`src/rtl/fxhe_pkg.sv`:
```
// Package for the Chimp128 float XOR history encoder.
// Request and response structs, sizes and header codes; no dependencies.
package fxhe_pkg;
   localparam int HISTORY_LOG2_DEF = 7;
   localparam int INDEX_BITS_DEF   = 32;

   localparam logic CMD_ENCODE = 1'b0;
   localparam logic CMD_CLOSE  = 1'b1;

   localparam logic [63:0] END_MARKER   = 64'h7FF8_0000_0000_0000;
   localparam logic [6:0]  NO_LEADING   = 7'd127;
   localparam logic [6:0]  RESET_LEAD   = 7'd65;

   typedef struct packed {
      logic        cmd;
      logic [63:0] value_bits;
   } req_type;

   typedef struct packed {
      logic [63:0] chunk_bits;
      logic [6:0]  chunk_len;
      logic        last;
   } rsp_type;

   // Work handed from front to back: the value plus close flag.
   typedef struct packed {
      logic        close;
      logic [63:0] value;
   } job_type;

   function automatic logic [2:0] lead_code(input logic [6:0] lz);
      logic [2:0] c;
      if (lz < 7'd8) c = 3'd0;
      else if (lz < 7'd12) c = 3'd1;
      else if (lz < 7'd16) c = 3'd2;
      else if (lz < 7'd18) c = 3'd3;
      else if (lz < 7'd20) c = 3'd4;
      else if (lz < 7'd22) c = 3'd5;
      else if (lz < 7'd24) c = 3'd6;
      else c = 3'd7;
      return c;
   endfunction

   function automatic logic [6:0] lead_round(input logic [2:0] c);
      logic [6:0] r;
      case (c)
         3'd0: r = 7'd0;
         3'd1: r = 7'd8;
         3'd2: r = 7'd12;
         3'd3: r = 7'd16;
         3'd4: r = 7'd18;
         3'd5: r = 7'd20;
         3'd6: r = 7'd22;
         default: r = 7'd24;
      endcase
      return r;
   endfunction

   function automatic logic [6:0] count_lead(input logic [63:0] x);
      logic [6:0] n;
      n = 7'd64;
      for (int i = 0; i < 64; i++) begin
         if (x[i]) n = 7'(63 - i);
      end
      return n;
   endfunction

   function automatic logic [6:0] count_trail(input logic [63:0] x);
      logic [6:0] n;
      n = 7'd64;
      for (int i = 63; i >= 0; i--) begin
         if (x[i]) n = 7'(i);
      end
      return n;
   endfunction

   function automatic logic [63:0] fit(input logic [63:0] v, input logic [6:0] len);
      logic [63:0] m;
      m = (len >= 7'd64) ? '1 : ((64'd1 << len[5:0]) - 64'd1);
      return v & m;
   endfunction
endpackage

```
`src/rtl/fxhe_front.sv`:
```
// Front end: accepts requests, maps close to the end marker, queues jobs.
// Depends on fxhe_pkg.
module fxhe_front (
   input  logic               clock,
   input  logic               reset,
   input  logic               req_valid,
   output logic               req_stall,
   input  fxhe_pkg::req_type  req_data,
   output logic               job_valid,
   input  logic               job_take,
   output fxhe_pkg::job_type  job_data
);
   // Two-entry queue
   fxhe_pkg::job_type q_ff [2];
   fxhe_pkg::job_type q_in;
   logic [1:0] cnt_ff, cnt_in;
   logic       rd_ff, rd_in, wr_ff, wr_in;
   logic       push, pop;

   assign req_stall = (cnt_ff == 2'd2);
   assign push      = req_valid && !req_stall;
   assign pop       = job_take && job_valid;
   assign job_valid = (cnt_ff != 2'd0);
   assign job_data  = q_ff[rd_ff];

   always_comb begin
      q_in.close = (req_data.cmd == fxhe_pkg::CMD_CLOSE);
      q_in.value = q_in.close ? fxhe_pkg::END_MARKER : req_data.value_bits;
      cnt_in = 2'(cnt_ff + {1'b0, push} - {1'b0, pop});
      rd_in  = rd_ff ^ pop;
      wr_in  = wr_ff ^ push;
   end

   always_ff @(posedge clock) begin
      if (reset) begin
         cnt_ff <= '0;
         rd_ff  <= 1'b0;
         wr_ff  <= 1'b0;
      end else begin
         cnt_ff <= cnt_in;
         rd_ff  <= rd_in;
         wr_ff  <= wr_in;
      end
      if (push) q_ff[wr_ff] <= q_in;
   end
endmodule

```
`config.mk`:
```
export PLATFORM = sky130hd
export DESIGN_NAME = fxhe_front
export DESIGN_NICKNAME = d
export VERILOG_FILES = /design/src/rtl/fxhe_pkg.sv /design/src/rtl/fxhe_front.sv
export SDC_FILE = /design/constraint.sdc
export NUM_CORES = 1
export LEC_CHECK = 0
export BUFFER_PORTS_ARGS = -buffer_cell sky130_fd_sc_hd__buf_2
export CORE_MARGIN = 3
export CORE_UTILIZATION = 35
export DETAILED_ROUTE_END_ITERATION = 12
export GPL_TIMING_DRIVEN = 0
export PLACE_DENSITY_LB_ADDON = 0.3
export SLEW_MARGIN = 20
export SYNTH_ARGS = -nofsm -noshare
export SYNTH_HDL_FRONTEND = slang
export SYNTH_SLANG_ARGS = --single-unit
```
`constraint.sdc`:
```
create_clock -name clock -period 3.75 [get_ports clock]
set_input_delay 0.75 -clock clock [delete_from_list [all_inputs] [get_ports clock]]
set_output_delay 0.75 -clock clock [all_outputs]
set_load 0.02 [all_outputs]
```
==> flow_metrics.py <==
metrics = {
    "yosys": {
        "yosysUniqueCellTypes": 17,
        "syn_area_mm2": 0.00535,
        "syn_avg_cell_area_um2": 18.1,
        "ys_seq_elements": 134,
        "syn_inst": 296,
        "synth_top_area_frac": 0.730,
        "ys_seq_area_frac": 0.745,
        "syn_nets": 369,
        "synth_commonest_cells": "130 x edfxtp_1, 66 x mux2_2, 54 x nor2b_1",
        "synth-edff-count": 130,
        "async_reset_ff_frac": 0,
        "yosys.area.top_type": "edfxtp_1",
        "yosys_warnings": 0,
        "ys.flop_type": "edfxtp_1",
        "synth_top_cells_by_area": "edfxtp_1 73%, mux2_2 14%, nor2b_1 6.3%, or2_2 1.5%, dfxtp_1 1.5%",
        "yosys.cell_count.top_type": "edfxtp_1",
    },
    "final_layout": {
        "syn_to_final_growth_pct": 31.1,
        "nFillCells": 1291,
        "antennaDiodeCount": 0,
        "fin_nets": 525,
        "layout-drive-gt1-share": 0.553,
        "finish.instance_area_mm2": 0.00701,
        "utilization": 0.475,
    },
    "detailed_routing": {
        "post_drt_wl_per_cell_um": 16.0,
        "route.detailed.drc": 0,
        "viasPerCell": 4.50,
        "routed_wl_mm": 10.4,
        "met3_length_um": 637,
        "drt_iter0_drc": 146,
        "num_vias": 2922,
        "drt_first_pass_iters": 4,
        "highest_layer": "met4",
        "drt-met1-wl_mm": 4.36,
        "wl_met2_mm": 5.30,
        "ant_nets": 0,
    },
    "setup_path": {
        "end_kind": "output port",
        "startpoint_type": "register",
        "crit_type": "register to output port",
        "crit_path_max_fanout": 10,
        "worstPathArrival_ns": 1.80,
        "required_ns": 3.00,
    },
    "placement": {
        "dpl.hpwl_mm": 6.81,
        "io_buffers": 135,
        "placed_area_mm2": 0.00633,
        "place.gp.congestion": 0.698,
    },
    "global_route": {
        "grt.total_usage": 0.127,
        "grt_pass1_vias": 3185,
        "grt_first_pass_wirelength_mm": 15.8,
        "antenna_found_initial": 0,
        "grt_max_degree": 46,
        "grt_overflow_total": 0,
    },
    "clock_tree": {
        "cts_root_buf": "clkbuf_16",
        "cts_buffers": 17,
        "cts_setup_buffers": 0,
        "h-tree-depth": 4,
        "holdBufCountCts": 0,
        "clk_pin_slew_ns": 0.06,
        "cts_buffer_depth": 2,
        "post_cts_resized": 0,
        "clk_latency_ns": 0.41,
        "clock-sinks": 134,
        "cts_tree": "yes",
    },
    "job": {
        "drv_cap": 0,
    },
    "die": {
        "die_x_um": 130,
        "core.rowCount": 44,
        "core-area_mm2": 0.0148,
        "start_util": 0.363,
        "die_y_um": 130,
        "pin_count": 136,
        "dieArea_mm2": 0.0168,
    },
    "timing": {
        "report.final.slew_viol_count": 0,
        "period_share": 0.679,
        "clock_skew_ns": 0.00662,
        "fmax_mhz": 393,
        "setup_viol": 0,
        "hold-worst-slack_ns": 0.552,
        "fin_crit_ns": 2.55,
        "worst_slew_pin_slew_ns": 0.561,
        "relSlewSlack": 0.626,
        "finalHoldViolCount": 0,
        "fin_tns_setup_ns": 0,
        "rsz0062_at_grt": "false",
    },
    "power_and_ir_drop": {
        "pwr-share-seq": 0.388,
        "power_density_mw_per_mm2": 719,
        "pwr-share-clk": 0.372,
        "p_switching_uw": 1380,
        "p_sw_frac": 0.274,
        "ir_worst_vdd_mv": 0.313,
        "internal_power_uw": 3660,
        "comb_power_share": 0.239,
        "leakage_uw": 0.00266,
    },
    "outcome": {
        "status": "finished clean",
    },
    "hold_path": {
        "min_path_type": "primary input to register",
    },
}
## per-stage QoR
stage / power (µW) / setup slack (ns) / cells
after CTS: 5120 / 1.15 / 649
after detailed placement: 3230 / 1.62 / 617
after global routing: 5270 / 1.11 / 649
after floorplan: 2810 / 0.860 / 296
final: 5040 / 1.20 / 649
after global placement: 3190 / -0.271 / 615
## final cells by class
cell class | count | area, µm² | share of cell area
plain buffers | 14 | 83.8 | 0.0120
clock buffers | 17 | 425 | 0.0607
clock inverters | 15 | 250 | 0.0357
inverters | 3 | 11.3 | 0.00161
multi-input cells | 145 | 1290 | 0.185
flip-flops and latches | 134 | 3980 | 0.568
well taps | 184 | 230 | 0.0328
repair buffers | 137 | 731 | 0.104
## final timing paths
kind         cells after the start                     to  slack, ns                 start
min                              1  q_ff[0][64]$_DFFE_PP_       0.55          req_data[64]
max                              4           job_data[63]       1.20      rd_ff$_SDFF_PP0_
max reg2reg                      4  q_ff[1][12]$_DFFE_PP_       1.96  cnt_ff[0]$_SDFF_PP0_
min reg2reg                      3       wr_ff$_SDFF_PP0_       0.63      wr_ff$_SDFF_PP0_
## registers in the layout, summed over array words and instances (netlist names)
name / count
cnt_ff: 2
q_ff: 130
rd_ff: 1
wr_ff: 1
## critical path: stages, from the launching register on
cell and delay [ns]:
dfxtp_1 0.44, buf_4 0.25, buf_6 0.19, mux2_2 0.35, buf_2 0.16
## power by group through the flow
stage          combinational (µW)  clock [µW]  sequential (µW)
4_1_cts                      1240        1920             1960
2_1_floorplan                 824           0             1980
3_3_place_gp                 1190           0             2000
6_report                     1210        1880             1960
5_1_grt                      1310        1980             1980
3_5_place_dp                 1230           0             1990
## layout by cell type, fill, tap and decap left out
cell type,netlist,routed
buf_16,0,2
clkbuf_1,6,6
clkinv_1,0,1
dfxtp_1,4,4
nand2b_1,1,1
or2_2,13,13
o21a_1,1,1
nor2_1,3,3
clkinvlp_4,0,3
inv_6,0,2
mux2_2,66,66
buf_6,3,3
xnor3_1,1,1
buf_2,4,139
nand2_1,1,1
buf_4,1,1
bufinv_16,0,6
ha_4,0,2
clkinv_4,0,3
edfxtp_1,130,130
ha_1,4,2
clkbuf_16,0,17
inv_1,3,3
and2_1,1,1
nor2b_1,54,54
## logic make-up (layout without fill, tap and decap cells)
| kind of cell | after synthesis | in the layout | share of synthesized area |
|---|---|---|---|
| XOR/XNOR | 1 | 1 | 0.00421 |
| buffers and inverters | 17 | 186 | 0.0178 |
| flip-flops | 134 | 134 | 0.745 |
| multiplexers | 66 | 66 | 0.139 |
| adder cells (fa/ha/maj) | 4 | 4 | 0.00936 |
| AND/OR/NAND/NOR | 73 | 73 | 0.0835 |
| AO/OA/AOI/OAI | 1 | 1 | 0.00140 |
## routing by layer
metal | vias up | track usage
met5 | - | 0
met4 | 0 | 0.0550
met3 | 9 | 0.0478
met2 | 94 | 0.208
met1 | 1411 | 0.150
li1 | 1408 | -
(Power assumes the default switching activity.)
